## config.mk

```make
export PLATFORM = sky130hd
export DESIGN_NAME = grex_cfg
export DESIGN_NICKNAME = d
export VERILOG_FILES = /design/src/rtl/grex_pkg.sv /design/src/rtl/grex_cfg.sv
export SDC_FILE = /design/constraint.sdc
export NUM_CORES = 1
export LEC_CHECK = 0
export BUFFER_PORTS_ARGS = -buffer_cell sky130_fd_sc_hd__buf_2
export CORE_ASPECT_RATIO = 0.6
export CORE_UTILIZATION = 43
export CTS_CLUSTER_DIAMETER = 60
export DETAILED_ROUTE_END_ITERATION = 8
export PLACE_DENSITY = 0.84
export SYNTH_ARGS = -nofsm -noshare
export SYNTH_HDL_FRONTEND = slang
export SYNTH_SLANG_ARGS = --single-unit
```

## constraint.sdc

```tcl
create_clock -name clk -period 2.7 [get_ports clk]
set_input_delay 0.135 -clock clk [delete_from_list [all_inputs] [get_ports clk]]
set_output_delay 0.135 -clock clk [all_outputs]
set_load 0.01 [all_outputs]
```

## src/rtl/grex_pkg.sv

```systemverilog
// ----------------------------------------------------------------------------
// grex_pkg
// Shared types, constants and the row expansion function of the glyph row
// expander.
// ----------------------------------------------------------------------------
`default_nettype none

package grex_pkg;

  localparam int FIRST_CODE = 32;
  localparam int LAST_CODE  = 126;
  localparam int MAX_GRAY   = 15;
  localparam int DIM_MAX    = 16;

  localparam logic CMD_LOAD = 1'b0;
  localparam logic CMD_DRAW = 1'b1;

  localparam logic [1:0] REG_FONT_WIDTH    = 2'd0;
  localparam logic [1:0] REG_FONT_HEIGHT   = 2'd1;
  localparam logic [1:0] REG_COLUMN_OFFSET = 2'd2;
  localparam logic [1:0] REG_ROW_OFFSET    = 2'd3;

  localparam logic [4:0] RST_FONT_WIDTH    = 5'd8;
  localparam logic [4:0] RST_FONT_HEIGHT   = 5'd16;
  localparam logic [7:0] RST_COLUMN_OFFSET = 8'd28;
  localparam logic [7:0] RST_ROW_OFFSET    = 8'd0;

  typedef struct packed {
    logic [4:0] font_width;
    logic [4:0] font_height;
    logic [7:0] column_offset;
    logic [7:0] row_offset;
  } cfg_t;

  typedef struct packed {
    logic [4:0] width;
    logic [3:0] level;
    logic [7:0] cstart;
    logic [3:0] bytes;
    logic [7:0] row_address;
    logic       last;
    logic       blank;
  } row_ctx_t;

  function automatic logic [63:0] expand_row(input logic [15:0] mask,
                                             input logic [4:0]  width,
                                             input logic [3:0]  level);
    logic [63:0] packed_row;
    packed_row = '0;
    for (int c = 0; c < 16; c++) begin
      if ((5'(c) < width) && mask[15 - c]) begin
        packed_row[63 - 4*c -: 4] = level;
      end
    end
    return packed_row;
  endfunction

endpackage

`default_nettype wire

```

## src/rtl/grex_cfg.sv

```systemverilog
// ----------------------------------------------------------------------------
// grex_cfg
// APB register bank: font size and controller address offsets.
// ----------------------------------------------------------------------------
`default_nettype none

module grex_cfg
  import grex_pkg::*;
(
  input  wire logic        clk,
  input  wire logic        rst_n,
  input  wire logic        psel,
  input  wire logic        penable,
  input  wire logic        pwrite,
  input  wire logic [3:0]  paddr,
  input  wire logic [31:0] pwdata,
  output logic      [31:0] prdata,
  output logic             pready,
  output cfg_t             cfg
);

  cfg_t cfg_r;
  logic wr_en;

  assign pready = 1'b1;
  assign wr_en  = psel & penable & pwrite;
  assign cfg    = cfg_r;

  always_ff @(posedge clk) begin
    if (!rst_n) begin
      cfg_r.font_width    <= RST_FONT_WIDTH;
      cfg_r.font_height   <= RST_FONT_HEIGHT;
      cfg_r.column_offset <= RST_COLUMN_OFFSET;
      cfg_r.row_offset    <= RST_ROW_OFFSET;
    end else if (wr_en) begin
      case (paddr[3:2])
        REG_FONT_WIDTH:    cfg_r.font_width    <= pwdata[4:0];
        REG_FONT_HEIGHT:   cfg_r.font_height   <= pwdata[4:0];
        REG_COLUMN_OFFSET: cfg_r.column_offset <= pwdata[7:0];
        REG_ROW_OFFSET:    cfg_r.row_offset    <= pwdata[7:0];
        default: ;
      endcase
    end
  end

  always_comb begin
    case (paddr[3:2])
      REG_FONT_WIDTH:    prdata = {27'd0, cfg_r.font_width};
      REG_FONT_HEIGHT:   prdata = {27'd0, cfg_r.font_height};
      REG_COLUMN_OFFSET: prdata = {24'd0, cfg_r.column_offset};
      REG_ROW_OFFSET:    prdata = {24'd0, cfg_r.row_offset};
      default:           prdata = '0;
    endcase
  end

endmodule

`default_nettype wire

```

==> impl_metrics.csv, run 1 <==
group,metric,value,unit
synthesis,synth_edf_count,0,
setup_path,critPathKind,"register to output port",
clock_network,cts_max_level,1,
drt,post_drt_via_cell_ratio,4.55,
drt,wl,2.71,mm
synthesis,yosys.area_share.simple,15.5,%
clock_network,tritoncts,"yes",
place,dp.final_hpwl,2.02,mm
timing,post-route-min-period,1370,ps
power_and_ir_drop,powerDensity,494,nW/um^2
synthesis,syn_inst,141,
drt,ant_nets,0,
drt,routedWlPerCell,12.0,um
synthesis,synthDistinctLibCells,20,
timing,finalSetupViolCount,0,
setup_path,crit_chain,"mux4_2 > buf_2",
synthesis,yosysMostFrequentCell,"nand2_1",
place,io_buffers,48,
setup_path,cp.arrival,1230,ps
setup_path,cp_max_fo,3,
floorplan,start_util,46.7,%
synthesis,yosysTopAreaCell,"dfxtp_1",
setup_path,worst-path-buf-inv,1,
floorplan,dieHeight,46.0,um
final_layout,drive_gt1_share,32.8,%
synthesis,synth_top_area_share,37.6,%
floorplan,dieArea,3460,um^2
setup_path,critPathRequiredTime,2570,ps
place,gp_congestion,0.673,
setup_path,critPathLaunchType,"register",
floorplan,rows,15,
timing,fin_tns_setup,0,ps
global_route,grt_pass1_wl,4.12,mm
floorplan,io_pins,100,
global_route,grt_start_max_net_pins,37,
power_and_ir_drop,p_leak,0.851,nW
final_layout,stdcell_area,1600,um^2
clock_network,cts_resized,0,
clock_network,clockBufferDepth,2,
clock_network,cts_inserted_buffers,3,
setup_path,cpLargestDelayFamily,"multiplexers",
synthesis,ys_ff_latch,26,
setup_path,max_stage_delay,480,ps
synthesis,synthMuxAreaShare,28.4,%
drt,drc,0,
drt,dr_total_vias,1023,
timing,max_freq,0.732,GHz
synthesis,synth_top_family_by_area,"multiplexers",
place,placed_area,1530,um^2
synthesis,syn_area,1390,um^2
global_route,antenna_found_initial,0,
final_layout,nNetsFinal,225,
clock_network,clkTransAtPathRegs,90,ps
synthesis,synth_compound_area_share,0.994,%
flow_run,max-cap-violations,0,
drt,drt_pre_antenna_iters,4,
timing,fin_crit_sh,50.6,%
final_layout,post-route-util,54.1,%
floorplan,core_area,2970,um^2
synthesis,synthTopCellsByArea,"dfxtp_1 (38%), mux2i_1 (20%), buf_4 (14%)",
outcome,status,"finished, final reports clean",
timing,slew_headroom,61.4,%
worst_hold_path,holdCritPathClass,"input port to register",
timing,rsz0062_at_grt,"no",
drt,drt_iter0_markers,30,
power_and_ir_drop,irDropWorstVdd,0.306,mV
clock_network,post_cts_buffers,0,
synthesis,synth_xor_area_share,0,%
clock_network,holdBufCountCts,0,
timing,maxSlewViolCount,0,
timing,tightest_slew,579,ps
timing,hold_viol,0,
clock_network,root_buffer,"clkbuf_8",
synthesis,async_flop_share,0,%
timing,hold_slack,126,ps
clock_network,clock_latency,260,ps
timing,skew,0,ps
synthesis,synth_warnings,0,
setup_path,end_kind,"output port",
synthesis,ys_seq_area_share,37.6,%
final_layout,largest_reg_flops,26,
global_route,grt_pass1_vias,839,
global_route,grtUsageTotal,16.4,%
synthesis,syn_avg_cell_area,9.82,um^2
final_layout,area_delta_synth_final,15.8,%
synthesis,yosys-top-cells-count,"nand2_1 (29), mux2i_1 (28), buf_4 (26), dfxtp_1 (26), nor2b_1 (9)",
setup_path,cp_slowest_cell,"mux4_2",
clock_network,clock-sinks,26,
global_route,grt-ovfl-total,0,
floorplan,die_w,75.3,um
synthesis,synthAdderAreaFrac,0,%
synthesis,synthFlopType,"dfxtp_1",
final_layout,antennaDiodeCount,0,
layout by cell type, fill, tap and decap left out:
master,netlist,layout
buf_2,1,48
nand2_1,29,29
mux2i_1,28,28
dfxtp_1,26,26
conb_1,2,25
nor2b_1,9,9
mux4_2,5,5
clkbuf_8,0,3
nand4_1,1,1
nor2_2,1,1
inv_1,1,1
o21ai_0,1,1
o311ai_0,1,1
and3_4,1,1
nand3_2,1,1
or3b_1,1,1
nand3b_1,1,1
bufinv_16,0,1
cells by family (layout without fill, tap and decap cells):
logic type	count (synthesis)	count (layout)
buf+inv	34	53
simple gates	44	44
compound gates	2	2
mux	33	33
flops	26	26
other cells	2	25
path summary, 6_finish.rpt:
path / from / to / slack (ps) / depth (start not counted)
worst max register to register: cfg[10] / cfg[10] / 2000 / 2
worst min-delay path: pwdata[6] / cfg[14] / 130 / 3
worst min register to register: cfg[15] / cfg[15] / 480 / 2
worst max-delay path: cfg[1] / prdata[1] / 1330 / 2
worst register-to-register path: stages, from the launching register on:
cell,delay (ps)
dfxtp_1,330
o21ai_0,80
o311ai_0,140
report_power, final:
| group | total, W | internal, W | switching (W) |
|---|---|---|---|
| Sequential | 0.000392 | 0.000388 | 0.00000379 |
| Combinational | 0.0000854 | 0.0000316 | 0.0000538 |
| Clock | 0.000315 | 0.000198 | 0.000117 |
| Total | 0.000792 | 0.000618 | 0.000174 |
cell type report:
| cell class | count | area (um^2) |
|---|---|---|
| Fill cell | 286 | 1360 |
| Clock inverter | 1 | 30.0 |
| Tap cell | 42 | 52.6 |
| Clock buffer | 3 | 41.3 |
| Inverter | 1 | 3.75 |
| Sequential cell | 26 | 520 |
| Multi-Input combinational cell | 104 | 716 |
| Timing Repair Buffer | 48 | 240 |
per-layer routing:
metal | up-vias | share of wire, % | global-route usage [%]
li1 | 502 | - | -
met3 | 0 | 5.8 | 4.65
met2 | 35 | 44 | 25.6
met4 | 0 | 0 | 0
met1 | 486 | 51 | 24.2
met5 | - | 0 | 0
per-stage QoR:
stage | power, W | std cells | worst slack, ps
global route | 0.000832 | 225 | 1290
CTS | 0.000800 | 225 | 1320
detailed placement | 0.000487 | 221 | 1270
global placement | 0.000486 | 221 | 1280
finish | 0.000792 | 225 | 1330
floorplan | 0.000489 | 164 | 1670
Power figures use the tool's default switching activity.
==> run 2: changes to the inputs <==
Settings changed: CORE_UTILIZATION 43 to 36, PLACE_DENSITY 0.84 to 0.75.
Clock period 2.7 ns to 1.1 ns, I/O delays scaled along.
==> run 2 against run 1 <==
The flow now finishes with violations (negative setup slack). Setup slack worse by 1500 ps. Flip-flop and latch count stayed put. Count of clock-buffer cells in the layout stayed put. Sequential power is 150% higher. Core utilization is 3.4 points lower. Sequential share of layout area is 3.3 points lower. Wire length is 18% higher. Clock power is 150% higher. Final cell count is 13% higher. Die area is 19% higher. Clock skew stayed put.
==> impl_metrics.csv, run 2 (synthesized netlist as in run 1, its figures left out) <==
group,metric,value,unit
floorplan,io_pins,100,
final_layout,drive_gt1_share,49.8,%
floorplan,die_w,82.1,um
place,dpl.cell_count,235,
place,place_ws,-42.9,ps
worst_hold_path,hold-path-endpoint,"cfg[7]",
clock_network,clock_latency,260,ps
worst_hold_path,holdCritPathClass,"input port to register",
outcome,failed_checks,"negative setup slack",
power_and_ir_drop,p_leak,0.995,nW
timing,post-route-min-period,1260,ps
floorplan,rows,17,
setup_path,reg2reg_to,"cfg[10]",
setup_path,cpLargestDelayFamily,"multiplexers",
drt,post_drt_via_cell_ratio,4.37,
floorplan,dieArea,4110,um^2
worst_hold_path,min_from,"pwdata[7]",
clock_network,root_buffer,"clkbuf_8",
global_route,grt_util_met3,5.19,%
floorplan,dieHeight,50.0,um
clock_network,clock-sinks,26,
worst_hold_path,worstHoldPathCells,3,
global_route,grt_pass1_wl,5.04,mm
global_route,grt_pass1_vias,1046,
setup_path,r2r_setup_slack,240,ps
global_route,met2_usage,26.7,%
setup_path,cp_slowest_cell,"mux4_2",
floorplan,start_util,37.6,%
final_layout,multi_input_area,716,um^2
timing,max_freq,0.795,GHz
timing,hold_slack,55.0,ps
drt,wl,3.19,mm
setup_path,reg2reg_from,"cfg[10]",
global_route,use_met1,22.8,%
timing,finalSetupViolCount,5,
setup_path,critPathLaunchType,"register",
final_layout,regArea,544,um^2
setup_path,cp_max_fo,2,
power_and_ir_drop,irDropWorstVdd,0.500,mV
final_layout,fin_cells,254,
timing,hold_viol,0,
flow_run,max-cap-violations,0,
setup_path,worst-path-buf-inv,1,
drt,drc,0,
clock_network,clockBufferDepth,2,
power_and_ir_drop,powerDensity,1070,nW/um^2
drt,drt_pre_antenna_iters,4,
timing,rsz0062_at_grt,"yes",
final_layout,final_common_cell,"buf_2",
clock_network,holdBufCountCts,0,
clock_network,cts_max_level,1,
clock_network,tritoncts,"yes",
setup_path,max_stage_delay,470,ps
drt,dr_total_vias,1111,
global_route,grt_start_max_net_pins,37,
setup_path,reg2regPathDepth,3,
final_layout,fillCellCount,356,
final_layout,largest_reg_flops,26,
final_layout,nNetsFinal,249,
place,gp_congestion,0.760,
setup_path,cp.arrival,1200,ps
global_route,busiest_layer,"met2",
timing,final.setup.worst_slack,-157,ps
power_and_ir_drop,power,0.00200,W
drt,routedWlPerCell,12.5,um
setup_path,critPathKind,"register to output port",
timing,maxSlewViolCount,0,
floorplan,core_area,3680,um^2
setup_path,crit_chain,"mux4_2 > buf_6",
place,io_buffers,48,
global_route,grtUsageTotal,16.8,%
global_route,antenna_found_initial,0,
timing,fin_crit_sh,114,%
final_layout,antennaDiodeCount,0,
final_layout,area_delta_synth_final,34.6,%
clock_network,cts_inserted_buffers,3,
setup_path,critPathRequiredTime,1040,ps
drt,drt_iter0_markers,20,
drt,ant_nets,0,
timing,skew,0,ps
global_route,grt-ovfl-total,0,
place,dp.final_hpwl,2.30,mm
outcome,status,"finished with violations",
final_layout,final_cell_mix,"buf_2 (44), nand2_1 (29), mux2i_1 (28), conb_1 (25), buf_4 (22)",
clock_network,clkTransAtPathRegs,90,ps
setup_path,end_kind,"output port",
==> run 2: changes by cell type in the layout (fill, tap and decap cells not counted), sizes merged <==
cell | before | now
buf | 48 | 72
==> run 2: timing repair <==
action,4_1_cts,5_1_grt
endpoints found under the setup margin,5,6
gates resized for setup,21,2
hold endpoints to repair,0,0
buffers inserted,14,1
==> run 2: final cells by class <==
class / count / share of cell area [%]
Multi-Input combinational cell: 104 / 38.4
Sequential cell: 26 / 29.2
Timing Repair Buffer: 72 / 25.2
Tap cell: 47 / 3.15
Clock buffer: 3 / 2.21
Clock inverter: 1 / 1.61
Inverter: 1 / 0.201
==> run 2: worst reg2reg max path, delay by kind of cell (launching register included) <==
kind | cells | cell delay, ps
AO/OA/AOI/OAI | 2 | 260
buffers and inverters | 1 | 130
flip-flops | 1 | 330
==> run 2: through the flow <==
| step | TNS (ps) | cell area (um^2) | util [%] |
|---|---|---|---|
| floorplan | 0 | 1470 | - |
| global placement | -59.6 | 1630 | 44.3 |
| detailed placement | -366 | 1630 | 44.3 |
| CTS | -805 | 1850 | 50.4 |
| global route | -1010 | 1860 | 50.7 |
| finish | -754 | 1860 | 50.7 |
==> run 2: routing by layer <==
layer | up-vias | part of all wire (%)
met5 | - | 0
met4 | 0 | 0.35
met3 | 2 | 5.2
met2 | 38 | 45
met1 | 519 | 49
li1 | 552 | -
==> run 2: power by group <==
group | internal (W) | leakage (nW) | total (W) | switching, W
sequential | 0.000954 | 0.216 | 0.000962 | 0.00000792
clock | 0.000486 | 0.0357 | 0.000775 | 0.000289
combinational | 0.000118 | 0.743 | 0.000265 | 0.000147
==> run 2: worst max path at each step <==
stage          slack (ps)     start  depth (start not counted)        end
2_1_floorplan         150    pwrite                          4    cfg[24]
3_3_place_gp          -10    pwrite                          4    cfg[22]
3_5_place_dp          -40  paddr[3]                          5    cfg[15]
4_1_cts              -170    cfg[3]                          2  prdata[3]
5_1_grt              -210    cfg[1]                          2  prdata[1]
6_report             -160    cfg[3]                          2  prdata[3]
