==> config.mk <==
export PLATFORM = sky130hd
export DESIGN_NAME = grex_rowout_flat
export DESIGN_NICKNAME = d
export VERILOG_FILES = /design/src/rtl/grex_pkg.sv /design/src/rtl/grex_if.sv /design/src/rtl/grex_rowout.sv /design/src/flat_wrapper.sv
export SDC_FILE = /design/constraint.sdc
export NUM_CORES = 1
export LEC_CHECK = 0
export ABC_AREA = 1
export BUFFER_PORTS_ARGS = -buffer_cell sky130_fd_sc_hd__buf_2
export CAP_MARGIN = 5
export CORE_UTILIZATION = 44
export DETAILED_ROUTE_END_ITERATION = 12
export PLACE_DENSITY = 0.85
export SYNTH_ARGS = -nofsm -noshare
export SYNTH_HDL_FRONTEND = slang
export SYNTH_SLANG_ARGS = --single-unit
==> constraint.sdc <==
create_clock -name clk -period 1.7 [get_ports clk]
set_input_delay 0.085 -clock clk [delete_from_list [all_inputs] [get_ports clk]]
set_output_delay 0.085 -clock clk [all_outputs]
set_load 0.02 [all_outputs]
==> src/rtl/grex_pkg.sv <==
// ----------------------------------------------------------------------------
// grex_pkg
// Shared types, constants and the row expansion function of the glyph row
// expander.
// ----------------------------------------------------------------------------
`default_nettype none

package grex_pkg;

  localparam int FIRST_CODE = 32;
  localparam int LAST_CODE  = 126;
  localparam int MAX_GRAY   = 15;
  localparam int DIM_MAX    = 16;

  localparam logic CMD_LOAD = 1'b0;
  localparam logic CMD_DRAW = 1'b1;

  localparam logic [1:0] REG_FONT_WIDTH    = 2'd0;
  localparam logic [1:0] REG_FONT_HEIGHT   = 2'd1;
  localparam logic [1:0] REG_COLUMN_OFFSET = 2'd2;
  localparam logic [1:0] REG_ROW_OFFSET    = 2'd3;

  localparam logic [4:0] RST_FONT_WIDTH    = 5'd8;
  localparam logic [4:0] RST_FONT_HEIGHT   = 5'd16;
  localparam logic [7:0] RST_COLUMN_OFFSET = 8'd28;
  localparam logic [7:0] RST_ROW_OFFSET    = 8'd0;

  typedef struct packed {
    logic [4:0] font_width;
    logic [4:0] font_height;
    logic [7:0] column_offset;
    logic [7:0] row_offset;
  } cfg_t;

  typedef struct packed {
    logic [4:0] width;
    logic [3:0] level;
    logic [7:0] cstart;
    logic [3:0] bytes;
    logic [7:0] row_address;
    logic       last;
    logic       blank;
  } row_ctx_t;

  function automatic logic [63:0] expand_row(input logic [15:0] mask,
                                             input logic [4:0]  width,
                                             input logic [3:0]  level);
    logic [63:0] packed_row;
    packed_row = '0;
    for (int c = 0; c < 16; c++) begin
      if ((5'(c) < width) && mask[15 - c]) begin
        packed_row[63 - 4*c -: 4] = level;
      end
    end
    return packed_row;
  endfunction

endpackage

`default_nettype wire

==> src/rtl/grex_if.sv <==
// ----------------------------------------------------------------------------
// grex_if
// Valid/ready channels for draw and load items and for row results.
// ----------------------------------------------------------------------------
`default_nettype none


interface grex_out_if;
  logic        valid;
  logic        ready;
  logic [7:0]  column_start;
  logic [7:0]  column_end;
  logic [7:0]  row_address;
  logic [63:0] pixel_bytes;
  logic [3:0]  byte_count;
  logic        last_row;

  modport source (output valid, column_start, column_end, row_address, pixel_bytes,
                  byte_count, last_row, input ready);
  modport sink   (input valid, column_start, column_end, row_address, pixel_bytes,
                  byte_count, last_row, output ready);
endinterface

`default_nettype wire

==> src/rtl/grex_rowout.sv <==
// ----------------------------------------------------------------------------
// grex_rowout
// Expand one glyph row to packed 4-bit pixels and hold it in the result
// register until transfer.
// ----------------------------------------------------------------------------
`default_nettype none

module grex_rowout
  import grex_pkg::*;
(
  input  wire logic         clk,
  input  wire logic         rst_n,
  input  wire logic         load,
  input  row_ctx_t          ctx,
  input  wire logic [15:0]  mask,
  output logic              load_ok,
  grex_out_if.source        out_chan
);

  logic        valid_r, valid_nxt;
  logic [7:0]  cstart_r;
  logic [7:0]  cend_r;
  logic [7:0]  row_addr_r;
  logic [63:0] pixels_r;
  logic [3:0]  bytes_r;
  logic        last_r;

  assign load_ok = ~valid_r | out_chan.ready;

  always_comb begin
    valid_nxt = valid_r;
    if (load) begin
      valid_nxt = 1'b1;
    end else if (out_chan.ready) begin
      valid_nxt = 1'b0;
    end
  end

  always_ff @(posedge clk) begin
    if (!rst_n) begin
      valid_r <= 1'b0;
    end else begin
      valid_r <= valid_nxt;
    end
  end

  always_ff @(posedge clk) begin
    if (load) begin
      cstart_r   <= ctx.cstart;
      cend_r     <= ctx.cstart + {4'd0, ctx.bytes} - 8'd1;
      row_addr_r <= ctx.row_address;
      pixels_r   <= expand_row(ctx.blank ? 16'd0 : mask, ctx.width, ctx.level);
      bytes_r    <= ctx.bytes;
      last_r     <= ctx.last;
    end
  end

  assign out_chan.valid        = valid_r;
  assign out_chan.column_start = cstart_r;
  assign out_chan.column_end   = cend_r;
  assign out_chan.row_address  = row_addr_r;
  assign out_chan.pixel_bytes  = pixels_r;
  assign out_chan.byte_count   = bytes_r;
  assign out_chan.last_row     = last_r;

endmodule

`default_nettype wire

==> src/flat_wrapper.sv <==
// flat-port wrapper written by rule: the top's interface ports become plain ports
module grex_rowout_flat import grex_pkg::*;
  (clk, rst_n, load, ctx, mask, load_ok, out_chan_valid, out_chan_column_start, out_chan_column_end, out_chan_row_address, out_chan_pixel_bytes, out_chan_byte_count, out_chan_last_row, out_chan_ready);
  grex_out_if out_chan_i ();
  input  wire logic clk;
  input  wire logic rst_n;
  input  wire logic load;
  input  row_ctx_t ctx;
  input  wire logic [15:0] mask;
  output logic load_ok;
  output wire logic [$bits(out_chan_i.valid)-1:0] out_chan_valid;
  output wire logic [$bits(out_chan_i.column_start)-1:0] out_chan_column_start;
  output wire logic [$bits(out_chan_i.column_end)-1:0] out_chan_column_end;
  output wire logic [$bits(out_chan_i.row_address)-1:0] out_chan_row_address;
  output wire logic [$bits(out_chan_i.pixel_bytes)-1:0] out_chan_pixel_bytes;
  output wire logic [$bits(out_chan_i.byte_count)-1:0] out_chan_byte_count;
  output wire logic [$bits(out_chan_i.last_row)-1:0] out_chan_last_row;
  input wire logic [$bits(out_chan_i.ready)-1:0] out_chan_ready;
  assign out_chan_valid = out_chan_i.valid;
  assign out_chan_column_start = out_chan_i.column_start;
  assign out_chan_column_end = out_chan_i.column_end;
  assign out_chan_row_address = out_chan_i.row_address;
  assign out_chan_pixel_bytes = out_chan_i.pixel_bytes;
  assign out_chan_byte_count = out_chan_i.byte_count;
  assign out_chan_last_row = out_chan_i.last_row;
  assign out_chan_i.ready = out_chan_ready;
  grex_rowout u_core (.clk(clk), .rst_n(rst_n), .load(load), .ctx(ctx), .mask(mask), .load_ok(load_ok), .out_chan(out_chan_i));
endmodule
==> results of run 1 <==
==> worst max-delay path by stage <==
stage                        from                            end  slack (ps)
after floorplan           ctx[11]  u_core.out_chan.column_end[5]          60
after global placement    ctx[11]  u_core.out_chan.column_end[5]         -80
after detailed placement  ctx[11]  u_core.out_chan.column_end[7]        -140
after CTS                 ctx[18]  u_core.out_chan.column_end[5]         240
after global routing      ctx[18]  u_core.out_chan.column_end[5]         150
final                     ctx[18]  u_core.out_chan.column_end[5]         230
==> placed cells by master (no fill, tap or decap), types with 2 or more instances in the layout <==
cell type,count
buf_2,144
edfxtp_1,93
nor2_1,75
inv_1,41
nand2_1,30
dlygate4sd3_1,22
nand3_1,11
ha_1,10
clkbuf_8,9
nand3_2,6
nand4_1,3
inv_2,3
o21ai_2,3
inv_6,3
buf_4,3
xnor2_1,2
xor2_1,2
a21oi_1,2
nand2_2,2
==> layout make-up <==
type	count	area, sq um	share of cell area [%]
Multi-Input combinational cell	156	831	16.2
Sequential cell	94	2810	54.9
Timing Repair Buffer	170	983	19.2
Inverter	44	165	3.22
Tap cell	105	131	2.56
Clock inverter	7	78.8	1.54
Clock buffer	9	124	2.42
==> worst max-delay path, delay by kind of cell <==
family | cells | cell delay (ps)
xor gates and xnor gates | 1 | 60
and+or+nand+nor | 2 | 390
adders and majority gates | 1 | 360
buffers and inverters | 3 | 700
==> state kept, by name, summed over array words and instances, names as in the netlist <==
name / count
u_core.out_chan.valid: 1
u_core.out_chan.column_end: 8
u_core.out_chan.last_row: 1
u_core.out_chan.byte_count: 4
u_core.out_chan.pixel_bytes: 64
u_core.out_chan.row_address: 8
u_core.out_chan.column_start: 8
==> metrics by stage <==
step / setup slack, ps / power (W) / hold slack [ps]
after CTS: 236 / 0.00521 / 1.43
after global placement: -79.5 / 0.00365 / 262
after floorplan: 59.0 / 0.00332 / 184
final: 228 / 0.00518 / 31.9
after detailed placement: -137 / 0.00368 / 263
after global routing: 150 / 0.00539 / 21.3
==> synthesized netlist by cell type <==
cell	n	area, sq um
nor2_2	1	6.26
nand2_1	30	113
dfxtp_1	1	20.0
ha_1	10	125
o21ai_0	1	5.00
a21boi_0	1	7.51
inv_2	3	11.3
nor3_1	1	5.00
a21oi_1	2	10.0
nor2_1	75	282
fa_1	1	20.0
nand3_2	6	60.1
o21ai_1	1	5.00
nand3_1	11	55.1
or2_2	1	6.26
nand2_2	2	12.5
xnor2_1	2	17.5
nand3b_4	1	20.0
nand4_1	3	18.8
nor2_4	1	11.3
inv_1	41	154
edfxtp_1	93	2790
nand3b_1	1	7.51
o21ai_2	3	26.3
xor2_1	2	17.5
clkbuf_1	4	15.0
==> cells by family (layout without fill, tap and decap cells) <==
logic type,count (synthesis),in the layout
xor+xnor,4,4
flops,94,94
buf+inv,48,230
fa+ha+maj,11,11
compound gates,8,8
simple gates,133,133
==> report_power, final <==
part	total, W	leakage (nW)	internal (W)	switching [W]
combinational	0.000863	1.30	0.000298	0.000565
sequential	0.00280	0.903	0.00275	0.0000472
clock	0.00152	0.100	0.000702	0.000816
==> metal layers <==
metal / vias to the layer above / share of wire [%] / global-route usage (%)
met1: 1371 / 37 / 20.9
met4: 0 / 1.6 / 8.96
met5: - / 0 / 0
met3: 16 / 8.6 / 5.42
met2: 139 / 52 / 33.0
li1: 1344 / - / -
==> what timing repair did <==
action,4_1_cts,5_1_grt
setup endpoints to repair,0,0
endpoints found under the hold margin,22,0
hold buffers,22,0
==> impl_metrics.tcl, run 1 <==
set metrics [dict create \
    die_h_um 95.2 \
    synth-compound-area-share_pct 1.41 \
    layout-drive-gt1-share_pct 37.7 \
    critPathKind "input pin to flip-flop" \
    critPathLaunchType "input pin" \
    core_area_sq_um 8300 \
    grt_usage_pct 18.8 \
    p_leak_nw 2.31 \
    ir_drop_uv 508 \
    power_density_nw_per_um2 1010 \
    post_drt_wl_per_cell_um 14.4 \
    root_buffer "clkbuf_8" \
    avgSynthCellArea_sq_um 12.8 \
    htree_levels 3 \
    hold_end "u_core.out_chan.valid" \
    hold_viol_final 0 \
    final_cells 585 \
    grt_pass1_vias 2735 \
    synth_nets 360 \
    holdPathStages 4 \
    antenna_found_initial 0 \
    rows 33 \
    holdCritPathClass "input pin to flip-flop" \
    dp_hpwl_um 5940 \
    postSynthCellCount 298 \
    grt_pass1_wl_um 12600 \
    synth_seq_cells 94 \
    tns_ps 0 \
    yosysWarningCount 0 \
    yosysSeqAreaShare_pct 73.6 \
    outcome "completed" \
    reg2reg_to "u_core.out_chan.valid" \
    wl_um 8450 \
    overflow 0 \
    syn_area_sq_um 3820 \
    rsz0062_at_grt "false" \
    dieArea_sq_um 9070 \
    rr_worst_depth 2 \
    io-pin-count 146 \
    syn_to_final_growth_pct 34.1 \
    synth_xor_area_share_pct 0.916 \
    setup_viol 0 \
    die_w_um 95.2 \
    synthAdderAreaFrac_pct 3.80 \
    clk_latency_ps 350 \
    num-fill-cells 638 \
    clkSinkCount 94 \
    io_buffers 145 \
    ant_nets 0 \
    via_count 2870 \
    synthMuxAreaShare_pct 0 \
    cp-end-kind "flip-flop" \
    final_util_pct 61.8 \
    r2r_start "u_core.out_chan.valid" \
    dp.cells 547 \
    finalMaxSlewViolations 0 \
    dpl-instance-area_sq_um 4700 \
    cts_made_buffers 9 \
    final_net_count 537 \
    cap_violations 0 \
    skew_ps 0 \
    cts_tree "yes" \
    yosys.area_share.simple_pct 15.6 \
    drc 0 \
    n_antenna_cell 0 \
    cts.clk_slew.worst_paths_ps 90 \
    slowest_delay_ps 520 \
    fin_crit_sh_pct 86.6 \
    synth_top_family_by_area "simple AND/OR/NAND/NOR gates" \
    start_util_pct 46.1 \
    grt_max_degree 53 \
    cts_setup_buffers 0 \
    drt-initial-drc-count 117 \
    cp.required_ps 1810 \
    cp.arrival_ps 1590 \
    hp-start "out_chan_ready" \
    path_max_fanout 5 \
    vias_per_cell 4.91 \
    cts_resized 0 \
    cts_buffer_depth 2 \
    dr.pass1.iters 5 \
    synth_cell_type_count 26 \
    cp_cell_sequence "dlygate4sd3_1 -> buf_2 -> inv_1 -> ha_1 -> or2_2 -> nand2_1 -> xnor2_1" \
    fmax_mhz 679 \
    rrSetupSlack_ps 1080 \
    gp_congestion 0.818 \
    finalCriticalPeriod_ps 1470 \
    fin_area_sq_um 5130 \
    slew_headroom_pct 58.2 \
    slowest_stage "dlygate4sd3_1" \
    tightest_slew_ps 626 \
]
Note: power is estimated with default switching activity, not from simulation.
==> inputs of run 2 (changes only) <==
- PLACE_DENSITY: 0.85 -> 0.78
==> impl_metrics.tcl, run 2 (synthesis results as in run 1) <==
set metrics [dict create \
    core_area_sq_um 8300 \
    finalPower_w 0.00500 \
    skew_ps 0 \
    layout_common_cells "buf_2 (144), edfxtp_1 (93), nor2_1 (75), inv_1 (41), nand2_1 (30)" \
    finalCriticalPeriod_ps 1610 \
    io_buffers 145 \
    path_max_fanout 46 \
    grt_pass1_vias 2739 \
    critPathKind "input pin to flip-flop" \
    layout_commonest_cell "buf_2" \
    ir_drop_uv 456 \
    hold_viol_final 0 \
    holdCritPathClass "input pin to flip-flop" \
    cts_buffer_depth 2 \
    gp_congestion 0.842 \
    num-fill-cells 676 \
    cp-end-kind "flip-flop" \
    cts.clk_slew.worst_paths_ps 100 \
    rrSetupSlack_ps 500 \
    drc 0 \
    final_net_count 540 \
    startpoint "load" \
    holdPathStages 3 \
    slew_headroom_pct 57.7 \
    setup_viol 0 \
    multi_input_area_sq_um 831 \
    grt_max_degree 92 \
    cap_violations 0 \
    largest_reg_flops 64 \
    reg2reg_to "u_core.out_chan.valid" \
    clkSinkCount 94 \
    fin_crit_sh_pct 94.9 \
    overflow 0 \
    cts_made_buffers 9 \
    critPathLaunchType "input pin" \
    n_antenna_cell 0 \
    seq_area_sq_um 2810 \
    io-pin-count 146 \
    layout-drive-gt1-share_pct 37.7 \
    tightest_slew_ps 634 \
    start_util_pct 46.1 \
    vias_per_cell 4.78 \
    fmax_mhz 620 \
    die_h_um 95.2 \
    holdWs_ps 96.5 \
    dp.cells 547 \
    power_density_nw_per_um2 972 \
    syn_to_final_growth_pct 34.6 \
    hold_end "u_core.out_chan.pixel_bytes[34]" \
    clk_latency_ps 340 \
    cp.arrival_ps 1910 \
    outcome "completed" \
    dr.pass1.iters 4 \
    die_w_um 95.2 \
    cp.required_ps 1990 \
    via_count 2813 \
    hp-start "mask[8]" \
    cts_tree "yes" \
    finalMaxSlewViolations 0 \
    rsz0062_at_grt "false" \
    final_cells 588 \
    grt_pass1_wl_um 12700 \
    rows 33 \
    post_drt_wl_per_cell_um 14.3 \
    drt-initial-drc-count 93 \
    p_leak_nw 2.32 \
    grt_usage_pct 18.9 \
    r2r_start "u_core.out_chan.valid" \
    antenna_found_initial 0 \
    wl_um 8400 \
    tns_ps 0 \
    root_buffer "clkbuf_8" \
    dp_hpwl_um 5830 \
    rr_worst_depth 3 \
    ant_nets 0 \
    htree_levels 3 \
    dieArea_sq_um 9070 \
]
-- run 2: repair_timing --
item	in CTS	in global routing
setup endpoints to repair	0	1
buffers inserted	0	0
endpoints found under the hold margin	25	0
hold buffers	24	0
resized for setup	0	1
-- run 2: worst max-delay path: stages --
cell	delay, ps
dlygate4sd3_1	530
buf_4	180
buf_16	230
inv_1	80
a21boi_0	180
dlygate4sd3_1	570
-- run 2: how the worst max path moves through the flow --
| stage | depth (start not counted) | to |
|---|---|---|
| after global routing | 6 | u_core.out_chan.valid |
| after detailed placement | 12 | u_core.out_chan.column_end[5] |
| after CTS | 6 | u_core.out_chan.valid |
| final | 6 | u_core.out_chan.valid |
| after floorplan | 11 | u_core.out_chan.column_end[5] |
| after global placement | 12 | u_core.out_chan.column_end[5] |
-- run 2: through the flow --
stage                     util, %  area, sq um  worst slack, ps
final                        62.0         5150             87.2
after global routing         62.0         5150             66.4
after CTS                    61.6         5110             21.4
after detailed placement     56.7         4700             -153
after global placement       56.7         4700            -99.6
after floorplan                 -         3820             59.0
-- run 2: final cells by class --
type	instances	share of cell area, %
clock buffers	9	2.41
clock inverters	7	0.924
inverters	44	3.21
multi-input cells	156	16.1
flip-flops and latches	94	54.6
well taps	105	2.55
repair buffers	173	20.1
-- run 2: per-layer routing --
layer	part of all wire [%]	global-route usage (%)	vias up
met2	50	33.3	122
li1	-	-	1355
met1	40	22.1	1327
met3	8.6	6.30	9
met4	1.1	4.67	0
met5	0	0	-
-- run 2: where the power goes --
part | switching [W] | internal, W | leakage [nW] | total (W)
logic | 0.000569 | 0.000311 | 1.33 | 0.000880
clock network | 0.000792 | 0.000535 | 0.0874 | 0.00133
registers | 0.0000443 | 0.00275 | 0.903 | 0.00279
